==> config.mk <==
export PLATFORM = sky130hd
export DESIGN_NAME = csmv_ram
export DESIGN_NICKNAME = d
export VERILOG_FILES = /design/src/rtl/csmv_ram.sv
export SDC_FILE = /design/constraint.sdc
export NUM_CORES = 1
export LEC_CHECK = 0
export BUFFER_PORTS_ARGS = -buffer_cell sky130_fd_sc_hd__buf_2
export CORE_MARGIN = 2
export CORE_UTILIZATION = 27
export DETAILED_ROUTE_END_ITERATION = 16
export HOLD_SLACK_MARGIN = 0.1
export MAX_ROUTING_LAYER = met4
export PLACE_DENSITY_LB_ADDON = 0.3
export REMOVE_ABC_BUFFERS = 1
export SLEW_MARGIN = 0
export SYNTH_ARGS = -nofsm -noshare
export SYNTH_HDL_FRONTEND = slang
export SYNTH_SLANG_ARGS = --single-unit
==> constraint.sdc <==
create_clock -name clk -period 11.48 [get_ports clk]
set_input_delay 3.444 -clock clk [delete_from_list [all_inputs] [get_ports clk]]
set_output_delay 3.444 -clock clk [all_outputs]
set_load 0.05 [all_outputs]
==> src/rtl/csmv_ram.sv <==
// Generic single-write, single-read RAM with registered read data.
module csmv_ram #(
  parameter int WIDTH = 32,
  parameter int DEPTH = 16,
  localparam int AW = $clog2(DEPTH)
) (
  input  logic             clk,
  input  logic             wr_en,
  input  logic [AW-1:0]    wr_addr,
  input  logic [WIDTH-1:0] wr_data,
  input  logic             rd_en,
  input  logic [AW-1:0]    rd_addr,
  output logic [WIDTH-1:0] rd_data
);

  logic [WIDTH-1:0] mem [DEPTH];
  logic [WIDTH-1:0] rd_data_r;

  always_ff @(posedge clk) begin
    if (wr_en) begin
      mem[wr_addr] <= wr_data;
    end
    if (rd_en) begin
      rd_data_r <= mem[rd_addr];
    end
  end

  assign rd_data = rd_data_r;

endmodule

==> flow_metrics.tcl <==
set metrics [dict create \
    critPathLaunch "rd_addr[0]" \
    drv_cap 0 \
    stdcell_count 1966 \
    start_kind "primary input" \
    use_met2_pct 19.8 \
    start_util_pct 27.2 \
    totalWireLength_um 47800 \
    reg2reg_from "mem[11][26]" \
    slew_violations 0 \
    synthToLayoutAreaGrowth_pct 17.0 \
    hold_viol 0 \
    cts_tree "done" \
    drt_iter0_drc 795 \
    overflow 0 \
    rr_worst_depth 3 \
    first_pass_iters 5 \
    layout-drive-gt1-share_pct 32.6 \
    relSlewSlack_pct 28.3 \
    htreeDepth 2 \
    synth_cell_types 17 \
    multi_input_area_um2 3750 \
    vias 9138 \
    clk_pin_slew_ps 60 \
    r2r_slack_ps 10070 \
    pwr_density_cell_nw_per_um2 178 \
    synth_area_leaders "edfxtp_1 (81%), mux4_2 (14%), a22oi_1 (2.4%), nand2_1 (0.61%), buf_4 (0.41%)" \
    fmax_mhz 179 \
    grt_max_degree 68 \
    cp-end-kind "flop" \
    grt_use_total_pct 12.8 \
    final_cell_mix "edfxtp_1 (544), mux4_2 (128), buf_2 (72), a22oi_1 (64), clkbuf_16 (57)" \
    fillCellCount 7015 \
    holdBufCountCts 0 \
    pre_cts_ws_ps 5140 \
    vdd_drop_max_mv 0.111 \
    setup_viol 0 \
    clock_skew_ps 8.53 \
    fin_nets 994 \
    io_buffers 74 \
    grt_pass1_vias 9607 \
    top_usage_layer "met2" \
    cts_resized 0 \
    avgSynthCellArea_um2 24.1 \
    crit_type "primary input to flop" \
    dieArea_um2 76900 \
    dp_hpwl_um 22000 \
    clock-sinks 544 \
    hp-class "flop to flop" \
    finalCritPeriodShare_pct 48.8 \
    grt_pass1_wl_um 68800 \
    netlist_area_um2 20200 \
    fin_ws_ps 5880 \
    finalSetupTns_ps 0 \
    worstPathMaxFanout 51 \
    cts_made_buffers 56 \
    dieHeight_um 277 \
    cp_data_required_time_ps 11830 \
    place_inst 1862 \
    root_buffer "clkbuf_16" \
    synth_warnings 0 \
    status "completed" \
    netlist_instances 838 \
    finalCriticalPeriod_ps 5600 \
    min_path_cells 3 \
    tightest_slew_ps 1080 \
    routedWlPerCell_um 24.3 \
    die_w_um 277 \
    grtUsageMet1_pct 17.6 \
    antenna_found_initial 5 \
    core_um2 74200 \
    whs_ps 733 \
    ant_nets 0 \
    yosysTopAreaCell "edfxtp_1" \
    crit_arrival_ps 5950 \
    gp_congestion 0.680 \
    via_per_inst 4.65 \
    cts_setup_buffers 0 \
    placed_cell_area_um2 21900 \
    core.rowCount 100 \
    design_area_um2 23600 \
    hold_path_end "rd_data[12]" \
    hold_path_startpoint "mem[14][12]" \
    use_met3_pct 2.30 \
    clock_latency_ps 600 \
    synth-seq-cells 544 \
    seqCellArea_um2 16300 \
    layout_commonest_cell "edfxtp_1" \
    total_leakage_power_nw 7.35 \
    io_pins 75 \
    drc 0 \
    ys_seq_area_share_pct 81.0 \
    worstReg2RegEnd "rd_data[26]" \
    clockBufferDepth 3 \
    rsz0062_at_grt "false" \
    synth_top_area_share_pct 81.0 \
]
## layer usage
layer	vias to the layer above	share of wire, %
met4	0	1.7
met5	-	0
met1	5004	46
li1	3838	-
met3	66	4.7
met2	230	48
## cells by family (layout without fill, tap and decap cells)
kind of cell	count (synthesis)	after routing	share of synthesized area, %
AOI/OAI and AO/OA	64	64	2.38
buffers and inverters	43	200	1.10
DFF	544	544	81.0
muxes	128	128	14.3
other	0	2	0
and+or+nand+nor	59	59	1.25
## critical path, cell delays in order
cell and delay (ps):
clkbuf_8 520, buf_4 930, mux4_2 600, a22oi_1 240, nand2_1 90
## sequential cells by signal (all words and copies together) (netlist names)
name and flops:
mem 512, rd_data 32
## worst max-delay path by stage
stage	to	slack (ps)	cells past startpoint
after detailed placement	rd_data[26]	5140	5
after floorplan	mem[0][0]	4860	2
final	rd_data[26]	5880	5
after global placement	rd_data[26]	5140	5
after global routing	rd_data[26]	5590	5
after CTS	rd_data[26]	5770	5
## through the flow
step                util [%]  power (mW)
CTS                     31.8        4.26
finish                  31.8        4.21
global placement        29.5        2.52
detailed placement      29.5        2.53
global route            31.8        4.34
floorplan                  -        2.41
## where the power goes
group          switching [mW]  total (mW)  internal (mW)  leakage [nW]
Combinational           0.148       0.224         0.0761          1.56
Sequential             0.0139        2.25           2.24          4.94
Clock                   0.739        1.73          0.995         0.851
## cells in the mapped netlist, drive strengths merged
master	n
a22oi	64
nand3	1
nor2	13
nor2b	2
nand2b	2
buf	26
or3b	1
clkbuf	17
nand3b	2
and2	1
edfxtp	544
mux4	128
nor3	4
nand2	33
## cell type report
| class | count | area share, % |
|---|---|---|
| timing repair buffer | 98 | 2.38 |
| clock inverter | 34 | 1.14 |
| antenna | 2 | 0.0212 |
| multi-input combinational | 251 | 15.9 |
| clock buffer | 68 | 6.22 |
| sequential | 544 | 69.2 |
| tap | 969 | 5.14 |
No activity file was read; power rests on OpenSTA's default activity.
