### config.mk
export PLATFORM = sky130hd
export DESIGN_NAME = csmv_fmt
export DESIGN_NICKNAME = d
export VERILOG_FILES = /design/src/rtl/csmv_pkg.sv /design/src/rtl/csmv_fmt.sv
export SDC_FILE = /design/constraint.sdc
export NUM_CORES = 1
export LEC_CHECK = 0
export ABC_AREA = 1
export BUFFER_PORTS_ARGS = -buffer_cell sky130_fd_sc_hd__buf_2
export CAP_MARGIN = 20
export CORE_MARGIN = 1.5
export CORE_UTILIZATION = 44
export DETAILED_ROUTE_END_ITERATION = 6
export GPL_TIMING_DRIVEN = 0
export PLACE_DENSITY = 0.87
export SYNTH_ARGS = -nofsm -noshare
export SYNTH_HDL_FRONTEND = slang
export SYNTH_SLANG_ARGS = --single-unit
### constraint.sdc
create_clock -name clk -period 7.4 [get_ports clk]
set_input_delay 0.74 -clock clk [delete_from_list [all_inputs] [get_ports clk]]
set_output_delay 0.74 -clock clk [all_outputs]
set_load 0.02 [all_outputs]
### src/rtl/csmv_pkg.sv
// Shared types, widths and codes for the CSR sparse matrix-vector multiplier.
package csmv_pkg;

  localparam int VECTOR_DEPTH_DEF  = 4096;
  localparam int FRACTION_BITS_DEF = 16;

  localparam int POS_W  = 12;
  localparam int DATA_W = 32;
  localparam int ACC_W  = 64;
  localparam int ROW_W  = 16;
  localparam int VLEN_W = 13;

  localparam logic [VLEN_W-1:0] VLEN_RESET = 13'd4096;

  typedef logic [1:0] kind_t;
  localparam kind_t KIND_LOAD    = 2'd0;
  localparam kind_t KIND_NONZERO = 2'd1;
  localparam kind_t KIND_EMPTY   = 2'd2;

  // Operation handed from the vector read stage to the multiply-accumulate stage.
  typedef struct packed {
    logic                     add_en;
    logic                     bad;
    logic                     finish;
    logic                     last;
    logic signed [DATA_W-1:0] value;
  } mac_op_t;

  // Finished row, still in accumulator format.
  typedef struct packed {
    logic signed [ACC_W-1:0] acc;
    logic                    ovf;
    logic                    bad;
    logic [ROW_W-1:0]        row_number;
    logic                    last;
  } row_res_t;

endpackage

### src/rtl/csmv_fmt.sv
// Q32.32 to Q16.16 conversion with floor rounding and saturation, plus output register.
module csmv_fmt import csmv_pkg::*; #(
  parameter int FRACTION_BITS = FRACTION_BITS_DEF
) (
  input  logic                     clk,
  input  logic                     rst_n,
  input  logic                     res_valid,
  input  row_res_t                 res,
  output logic                     res_ready,
  output logic                     out_valid,
  input  logic                     out_stall,
  output logic [ROW_W-1:0]         out_row_number,
  output logic signed [DATA_W-1:0] out_row_sum,
  output logic                     out_overflowed,
  output logic                     out_bad_column,
  output logic                     out_last
);

  localparam logic signed [ACC_W-1:0] SUM_MAX =
    {{(ACC_W-DATA_W+1){1'b0}}, {(DATA_W-1){1'b1}}};
  localparam logic signed [ACC_W-1:0] SUM_MIN =
    {{(ACC_W-DATA_W+1){1'b1}}, {(DATA_W-1){1'b0}}};

  logic                     out_v_r, out_v_nxt;
  logic [ROW_W-1:0]         row_number_r;
  logic signed [DATA_W-1:0] row_sum_r;
  logic                     ovf_r, bad_r, last_r;

  logic signed [ACC_W-1:0]  shifted;
  logic signed [DATA_W-1:0] sum_sat;
  logic                     conv_ovf;
  logic                     load;

  // Arithmetic shift gives floor rounding.
  assign shifted = res.acc >>> FRACTION_BITS;

  always_comb begin
    conv_ovf = 1'b0;
    sum_sat  = shifted[DATA_W-1:0];
    if (shifted > SUM_MAX) begin
      conv_ovf = 1'b1;
      sum_sat  = SUM_MAX[DATA_W-1:0];
    end else if (shifted < SUM_MIN) begin
      conv_ovf = 1'b1;
      sum_sat  = SUM_MIN[DATA_W-1:0];
    end
  end

  assign res_ready = !out_v_r || !out_stall;
  assign load      = res_valid && res_ready;

  always_comb begin
    out_v_nxt = out_v_r;
    if (load) begin
      out_v_nxt = 1'b1;
    end else if (!out_stall) begin
      out_v_nxt = 1'b0;
    end
  end

  always_ff @(posedge clk) begin
    if (!rst_n) begin
      out_v_r <= 1'b0;
    end else begin
      out_v_r <= out_v_nxt;
    end
  end

  always_ff @(posedge clk) begin
    if (load) begin
      row_number_r <= res.row_number;
      row_sum_r    <= sum_sat;
      ovf_r        <= res.ovf | conv_ovf;
      bad_r        <= res.bad;
      last_r       <= res.last;
    end
  end

  assign out_valid      = out_v_r;
  assign out_row_number = row_number_r;
  assign out_row_sum    = row_sum_r;
  assign out_overflowed = ovf_r;
  assign out_bad_column = bad_r;
  assign out_last       = last_r;

endmodule

==> impl_metrics.env <==
export IMPL_finalCritPeriodShare=0.251
export IMPL_power_mw=0.595
export IMPL_rsz0062_at_grt="false"
export IMPL_dr_first_iter_drc_count=120
export IMPL_setup_violations=0
export IMPL_cpMostUsedCell="buf_2"
export IMPL_period_minus_slack_ns=1.86
export IMPL_gp_congestion=0.757
export IMPL_via_per_inst=4.64
export IMPL_dieArea_um2=5040
export IMPL_tightest_slew_ns=0.699
export IMPL_vias=1595
export IMPL_layout_nets=378
export IMPL_die_h_um=71.0
export IMPL_cts_buffers=5
export IMPL_cts_tree="built"
export IMPL_routedWlPerCell_um=12.9
export IMPL_antenna_found_initial=0
export IMPL_yosys_top_cells_area="edfxtp_1, nand2_1, nor2_1"
export IMPL_route_met2_wl_um=2410
export IMPL_ys_seq_elements=52
export IMPL_start_kind="input port"
export IMPL_final_util=0.642
export IMPL_synthToLayoutAreaGrowth_pct=39.4
export IMPL_power_leakage_nw=1.29
export IMPL_ys_warn_count=0
export IMPL_grt_overflow_total=0
export IMPL_wirelength_um=4450
export IMPL_cts_buffer_depth=2
export IMPL_grt_max_degree=32
export IMPL_slew_violations=0
export IMPL_dr_max_layer_used="met4"
export IMPL_cts_max_level=2
export IMPL_antenna_cells=0
export IMPL_cap_violations=0
export IMPL_clk_latency_ns=0.30
export IMPL_place_ws_ns=5.33
export IMPL_outcome="finished, final reports clean"
export IMPL_cp_arrival_ns=1.12
export IMPL_ant_nets=0
export IMPL_fin_skew_ns=0.00892
export IMPL_power_density_nw_per_um2=210
export IMPL_path_class="input port to output port"
export IMPL_cp_max_fo=2
export IMPL_route_detailed_drc=0
export IMPL_cts_root_buf="clkbuf_8"
export IMPL_cp_slowest_cell="buf_2"
export IMPL_initial_core_util=0.461
export IMPL_synth_area_um2=2030
export IMPL_worstSetupEndpointType="output port"
export IMPL_yosysTopAreaCellShare=0.753
export IMPL_cts_setup_buffers=0
export IMPL_cpPeakStageDelay_ns=0.17
export IMPL_wl_met3_um=375
export IMPL_cts_sink_count=52
export IMPL_row_count=24
export IMPL_cts_hold_buffers=0
export IMPL_ys_types=14
export IMPL_met1_length_um=1620
export IMPL_hpwl_um=3470
export IMPL_final_hold_viol_count=0
export IMPL_peakVddDrop_uv=77.2
export IMPL_clk_pin_slew_worst_paths_ns=0.10
export IMPL_cp_top_family="buffers and inverters"
export IMPL_io_buffers=123
export IMPL_synth_area_per_cell_um2=12.7
export IMPL_drive_gt1_frac=0.507
export IMPL_cts_repair_resized=0
export IMPL_tns_ns=0
export IMPL_drtPass1Iterations=6
export IMPL_max_slew_margin=0.533
export IMPL_crit_chain="buf_2 > nand2_1 > buf_2"
export IMPL_grt_pass1_vias=1483
export IMPL_yosysSeqAreaShare=0.763
export IMPL_syn_inst=160
export IMPL_synth_top_area_cell="edfxtp_1"
export IMPL_setup_slack_ns=5.54
export IMPL_grt_pass1_wl_um=6770
export IMPL_synth_nets=247
export IMPL_worst_path_buf_inv=2
export IMPL_core_area_um2=4410
export IMPL_die_w_um=71.0
export IMPL_ioPinCount=140
export IMPL_cp_required_ns=6.66
export IMPL_hp_class="flop to flop"
export IMPL_fmaxAchievable_ghz=0.538
export IMPL_global_route_usage_total=0.172
[where the power goes]
group,internal [mW],leakage [nW],switching (mW)
clock network,0.0674,0.0414,0.0906
registers,0.344,0.491,0.00402
logic,0.0345,0.762,0.0545
[cell type report]
cell class                      instances  area, um^2
Fill cell                             345        1580
Buffer                                  7        60.1
Sequential cell                        52        1550
Clock inverter                          2        16.3
Multi-Input combinational cell         97         418
Clock buffer                            6        72.6
Timing Repair Buffer                  124         636
Inverter                                4        15.0
Tap cell                               52        65.1
[metal layers]
metal  up-vias  track usage
met2        86        0.317
met1       715        0.199
met4         0       0.0629
li1        789            -
met3         5       0.0328
met5         -            0
[cells by family (layout without fill, tap and decap cells)]
| group | count (synthesis) | in the layout | share of synthesized area |
|---|---|---|---|
| buffers and inverters | 11 | 143 | 0.0369 |
| and+or+nand+nor | 94 | 94 | 0.186 |
| AOI/OAI and AO/OA | 3 | 3 | 0.0142 |
| DFF | 52 | 52 | 0.763 |
[tightest hold or removal path, stage by stage, from the launching register on]
cell,delay (ns)
dfxtp_1,0.36
nand2_1,0.10
a21boi_0,0.10
[path summary, 6_finish.rpt]
kind	startpoint	to	slack, ns	depth (start not counted)
setup / recovery	out_stall	res_ready	5.54	3
hold / removal	out_valid	out_valid	0.60	2
setup reg to reg	out_valid	out_row_sum[24]	5.87	2
hold reg to reg	out_valid	out_valid	0.60	2
[sequential cells by signal (all words and copies together), names as in the netlist]
name	count
out_last	1
out_bad_column	1
out_row_sum	32
out_valid	1
out_row_number	16
out_overflowed	1
[through the flow]
step | std cells | hold WS (ns) | cell area [um^2]
3_3_place_gp | 335 | 0.485 | 2710
2_1_floorplan | 160 | 0.723 | 2030
4_1_cts | 344 | 0.601 | 2830
6_report | 344 | 0.598 | 2830
5_1_grt | 344 | 0.591 | 2830
3_5_place_dp | 336 | 0.597 | 2750
[cells in the mapped netlist (all sizes together)]
library cell,instances
nor2,14
nand3,2
edfxtp,51
nand2,78
a21boi,1
inv,4
clkbuf,1
buf,6
o21ai,1
dfxtp,1
a21oi,1
[cell usage in the layout (no fill, tap or decap)]
cell type and instances:
a21boi_0 1, a21oi_4 1, buf_12 1, buf_2 123, buf_4 3, buf_6 3
clkbuf_1 2, clkbuf_8 5, clkinv_4 1, clkinvlp_4 1, dfxtp_1 1, edfxtp_1 51
inv_1 4, nand2_1 71, nand2_2 7, nand3_1 2, nor2_1 12, nor2_2 2
o21ai_4 1
(Power assumes the default switching activity.)
