File: config.mk
export PLATFORM = sky130hd
export DESIGN_NAME = csmv_mac
export DESIGN_NICKNAME = d
export VERILOG_FILES = /design/src/rtl/csmv_pkg.sv /design/src/rtl/csmv_mac.sv
export SDC_FILE = /design/constraint.sdc
export NUM_CORES = 2
export LEC_CHECK = 0
export BUFFER_PORTS_ARGS = -buffer_cell sky130_fd_sc_hd__buf_2
export CAP_MARGIN = 20
export CORE_AREA = 2 2 375 377
export DETAILED_ROUTE_END_ITERATION = 12
export DIE_AREA = 0 0 377 379
export GPL_ROUTABILITY_DRIVEN = 0
export GPL_TIMING_DRIVEN = 1
export PLACE_DENSITY_LB_ADDON = 0.08
export SLEW_MARGIN = 20
export SYNTH_ARGS = -nofsm -noshare
export SYNTH_HDL_FRONTEND = slang
export SYNTH_SLANG_ARGS = --single-unit
File: constraint.sdc
create_clock -name clk -period 12.7 [get_ports clk]
set_clock_uncertainty 0.05 [all_clocks]
set_input_delay 1.27 -clock clk [delete_from_list [all_inputs] [get_ports clk]]
set_output_delay 1.27 -clock clk [all_outputs]
set_load 0.03 [all_outputs]
File: src/rtl/csmv_pkg.sv
// Shared types, widths and codes for the CSR sparse matrix-vector multiplier.
package csmv_pkg;

  localparam int VECTOR_DEPTH_DEF  = 4096;
  localparam int FRACTION_BITS_DEF = 16;

  localparam int POS_W  = 12;
  localparam int DATA_W = 32;
  localparam int ACC_W  = 64;
  localparam int ROW_W  = 16;
  localparam int VLEN_W = 13;

  localparam logic [VLEN_W-1:0] VLEN_RESET = 13'd4096;

  typedef logic [1:0] kind_t;
  localparam kind_t KIND_LOAD    = 2'd0;
  localparam kind_t KIND_NONZERO = 2'd1;
  localparam kind_t KIND_EMPTY   = 2'd2;

  // Operation handed from the vector read stage to the multiply-accumulate stage.
  typedef struct packed {
    logic                     add_en;
    logic                     bad;
    logic                     finish;
    logic                     last;
    logic signed [DATA_W-1:0] value;
  } mac_op_t;

  // Finished row, still in accumulator format.
  typedef struct packed {
    logic signed [ACC_W-1:0] acc;
    logic                    ovf;
    logic                    bad;
    logic [ROW_W-1:0]        row_number;
    logic                    last;
  } row_res_t;

endpackage

File: src/rtl/csmv_mac.sv
// Multiply stage, saturating 64-bit accumulator and finished-row register.
module csmv_mac import csmv_pkg::*; (
  input  logic                     clk,
  input  logic                     rst_n,
  input  logic                     op_valid,
  input  mac_op_t                  op,
  input  logic signed [DATA_W-1:0] x_data,
  output logic                     op_ready,
  output logic                     res_valid,
  output row_res_t                 res,
  input  logic                     res_ready
);

  localparam logic signed [ACC_W-1:0] ACC_MAX = {1'b0, {(ACC_W-1){1'b1}}};
  localparam logic signed [ACC_W-1:0] ACC_MIN = {1'b1, {(ACC_W-1){1'b0}}};

  logic                    s2_v_r, s2_v_nxt;
  logic signed [ACC_W-1:0] s2_prod_r;
  logic                    s2_bad_r, s2_finish_r, s2_last_r;

  logic signed [ACC_W-1:0] acc_r, acc_nxt;
  logic                    ovf_r, ovf_nxt;
  logic                    bad_r, bad_nxt;
  logic [ROW_W-1:0]        row_r, row_nxt;

  logic     res_v_r, res_v_nxt;
  row_res_t res_r;

  logic signed [ACC_W-1:0] prod;
  logic signed [ACC_W:0]   sum_ext;
  logic signed [ACC_W-1:0] sum_sat;
  logic                    sum_ovf;
  logic                    s2_fire;
  logic                    row_done;

  assign prod = op.value * x_data;

  // Extra sign bit catches 64-bit overflow of the add.
  assign sum_ext = {acc_r[ACC_W-1], acc_r} + {s2_prod_r[ACC_W-1], s2_prod_r};
  assign sum_ovf = sum_ext[ACC_W] != sum_ext[ACC_W-1];
  assign sum_sat = !sum_ovf ? sum_ext[ACC_W-1:0] : (sum_ext[ACC_W] ? ACC_MIN : ACC_MAX);

  assign s2_fire  = s2_v_r && (!s2_finish_r || !res_v_r || res_ready);
  assign row_done = s2_fire && s2_finish_r;
  assign op_ready = !s2_v_r || s2_fire;

  always_comb begin
    s2_v_nxt = s2_v_r;
    if (op_ready) begin
      s2_v_nxt = op_valid;
    end
  end

  always_comb begin
    acc_nxt = acc_r;
    ovf_nxt = ovf_r;
    bad_nxt = bad_r;
    row_nxt = row_r;
    if (s2_fire) begin
      if (s2_finish_r) begin
        acc_nxt = '0;
        ovf_nxt = 1'b0;
        bad_nxt = 1'b0;
        row_nxt = s2_last_r ? '0 : row_r + 1'b1;
      end else begin
        acc_nxt = sum_sat;
        ovf_nxt = ovf_r | sum_ovf;
        bad_nxt = bad_r | s2_bad_r;
      end
    end
  end

  always_comb begin
    res_v_nxt = res_v_r;
    if (row_done) begin
      res_v_nxt = 1'b1;
    end else if (res_ready) begin
      res_v_nxt = 1'b0;
    end
  end

  always_ff @(posedge clk) begin
    if (!rst_n) begin
      s2_v_r  <= 1'b0;
      res_v_r <= 1'b0;
      acc_r   <= '0;
      ovf_r   <= 1'b0;
      bad_r   <= 1'b0;
      row_r   <= '0;
    end else begin
      s2_v_r  <= s2_v_nxt;
      res_v_r <= res_v_nxt;
      acc_r   <= acc_nxt;
      ovf_r   <= ovf_nxt;
      bad_r   <= bad_nxt;
      row_r   <= row_nxt;
    end
  end

  always_ff @(posedge clk) begin
    if (op_ready && op_valid) begin
      s2_prod_r   <= op.add_en ? prod : '0;
      s2_bad_r    <= op.bad;
      s2_finish_r <= op.finish;
      s2_last_r   <= op.last;
    end
    if (row_done) begin
      res_r.acc        <= sum_sat;
      res_r.ovf        <= ovf_r | sum_ovf;
      res_r.bad        <= bad_r | s2_bad_r;
      res_r.row_number <= row_r;
      res_r.last       <= s2_last_r;
    end
  end

  assign res_valid = res_v_r;
  assign res       = res_r;

endmodule

==> results by group <==
Floorplan
  • FP Rows: 137
  • Core area: between 100000 and 150000 sq um
  • Chip height: 379 um
  • Initial Utilization: between 30% and 40%
  • Die area: 143000 sq um
  • IO Count: 157
  • Die Width: ~380 um

Setup path
  • Worst setup path class: in -> reg
  • R2R Setup Slk: around 7900 ps
  • Startpoint types: primary input
  • R2R cell count: 16
  • CP peak stage delay: roughly 840 ps
  • Worst Setup End Kind: flop
  • Worst reg2reg path endpoint: res[60]
  • Worst Path Required: 12920 ps
  • RR Startpoint: s2_prod_r[0]
  • Max Fanout on Critical Path: 32
  • Slowest cell on the critical path: fa_1
  • CP Data Arrival Time: 9960 ps

Flow run
  • Max-Cap Viols: 0

Yosys
  • Synth Warn #: 0
  • Mapped Area: 48300 sq um
  • Post-Synthesis Net Count: between 6000 and 7000
  • Part of the Yosys area used for sequential elements: 12.8%
  • FF+latch count, synth: between 200 and 250
  • Async SR Flop Fraction: 0%
  • Top cells by count, synth: 1083 x fa_1, 972 x inv_1, 639 x nand2_1
  • Area leader, netlist: fa_1
  • Post-synth EDFFs: 150
  • Synth area leaders: fa_1 45%, edfxtp_1 9.3%, inv_1 7.5%
  • Synth top area share: approximately 45%
  • Most common cell in the netlist: fa_1
  • Post-synth cell types: 84
  • Ys flop type: edfxtp_1
  • Syn Inst Count: 5070
  • Avg Synthesized Cell Area: about 9.5 sq um

Routing
  • Vias: between 30000 and 40000
  • Drc violations: 0
  • Drt initial violations: 1761
  • DRT Wirelength: 145000 um
  • DR vias/cell: 4.93
  • Drt wl/cell: 21.3 um
  • Antenna viol nets, final: 0
  • First-pass detailed-route iteration total: 6

Timing
  • Setup_tns: 0 ps
  • Peak Freq: 0.103 GHz
  • Final Max Slew Viols: 0
  • Max_slew headroom: 30.1%
  • Unrepaired setup endpoints after global routing: false
  • Crit share post-route: 76.7%
  • Finish-stage setup viols: 0
  • Hold Vio Cnt, Final: 0
  • Post-layout min period: 9740 ps
  • Actual slew at the worst max-slew pin: roughly 1000 ps

Global route
  • Gr ovfl total: 0
  • Largest net degree at the start of global routing: 72
  • Total track usage: 20.9%
  • Initial antenna violation count: 7
  • First-pass GRT wire length: around 230000 um
  • Vias in the first global route: 37298

Worst hold path
  • Min-delay src: ovf_r
  • Hold path endpoint: ovf_r
  • WHS Path Cells: 2
  • Min-Delay Path Class: reg -> reg

Cells and area
  • Register area: 6190 sq um
  • Area delta synth->final: 6.19%
  • Multi-input gate area: 37500 sq um
  • Nets: 6412
  • Layout cells sized above 1: 5.07%
  • Fillcell total: 14297

Clock network
  • CTS tree: built
  • Clock root cell: clkbuf_16
  • CTS Buf Count: 23
  • CTS Buffer Depth: 3
  • TritonCTS Sinks: 234
  • Clk_lat worst skew: 550 ps
  • H-tree depth: 1
  • Post-CTS Hold Buffers: 0
  • Post-CTS Resized: 0
  • Setup Buffers After CTS: 0
  • Clk slew on worst S/H paths: 70 ps

Outcome
  • Outcome: completed

Place
  • Post-DP HPWL: approximately 120000 um
  • Port-buffer cells: 156
## cell families (layout without fill, tap and decap cells)
group	after synthesis	in the layout	synth area share (%)
AND/OR/NAND/NOR	1575	1575	16.0
multiplexers	4	4	0.0828
AO/OA/AOI/OAI	524	524	7.12
XOR/XNOR	140	140	2.54
flip-flops	234	234	12.8
other	0	1	0
adder cells (fa/ha/maj)	1350	1350	51.7
buffers and inverters	1243	1198	9.79
## worst max-delay path by stage
stage,start,end,slack (ps)
final,x_data[5],s2_prod_r[58],2960
after global routing,x_data[5],s2_prod_r[58],2410
after CTS,x_data[5],s2_prod_r[58],2930
after detailed placement,x_data[5],s2_prod_r[58],2380
after global placement,x_data[2],s2_prod_r[58],2390
after floorplan,op[31],s2_prod_r[63],4060
## critical path: cells and delay by family
family | cells | cell delay, ps
adders and majority gates | 9 | 4630
buffers and inverters | 9 | 1930
and+or+nand+nor | 4 | 500
AOI/OAI and AO/OA | 3 | 1440
xor gates and xnor gates | 1 | 150
## final cells by class
type                    instances  area share, %
repair buffers                181           1.89
inverters                     975           7.13
well taps                    1807           4.40
clock inverters                12          0.319
flip-flops and latches        234           12.1
diodes                          1        0.00487
clock buffers                  30           1.23
multi-input cells            3593           73.0
## layout by cell type, fill, tap and decap left out, drive strengths merged, types with 27 or more instances in the layout
| cell type | count |
|---|---|
| buf | 181 |
| ha | 249 |
| fa | 1083 |
| o21ai | 113 |
| nor3 | 27 |
| nor2 | 210 |
| nand2 | 639 |
| xor2 | 63 |
| a21o | 72 |
| clkbuf | 30 |
| and2 | 534 |
| a21oi | 152 |
| inv | 975 |
| o21bai | 27 |
| nand4 | 39 |
| edfxtp | 150 |
| xnor2 | 77 |
| nand3 | 32 |
| dfxtp | 84 |
| a221o | 27 |
## layer usage
layer / part of all wire, % / global-route usage (%) / up-vias
li1: - / - / 15284
met1: 50 / 31.8 / 17601
met2: 44 / 32.5 / 679
met3: 4.7 / 2.62 / 83
met4: 1.1 / 2.55 / 8
met5: 0.034 / 0 / -
## metrics by stage
step	hold WS [ps]	area (sq um)	utilization [%]	setup slack, ps	instances
floorplan	378	48300	-	4060	5070
global placement	389	50500	36.4	2390	6790
detailed placement	392	50500	36.4	2380	6790
CTS	402	51300	37.0	2930	6832
global route	434	51300	37.0	2410	6832
finish	406	51300	37.0	2960	6833
## flip-flops by register name (all words and copies together), names as in the netlist
| signal | count |
|---|---|
| res | 83 |
| acc_r | 64 |
| s2_prod_r | 64 |
| row_r | 16 |
| bad_r | 1 |
| ovf_r | 1 |
| res_valid | 1 |
| s2_bad_r | 1 |
| s2_finish_r | 1 |
| s2_last_r | 1 |
| s2_v_r | 1 |
Power is not shown: default switching activity piles up to over one toggle a cycle in this logic, so the estimate is an artifact.
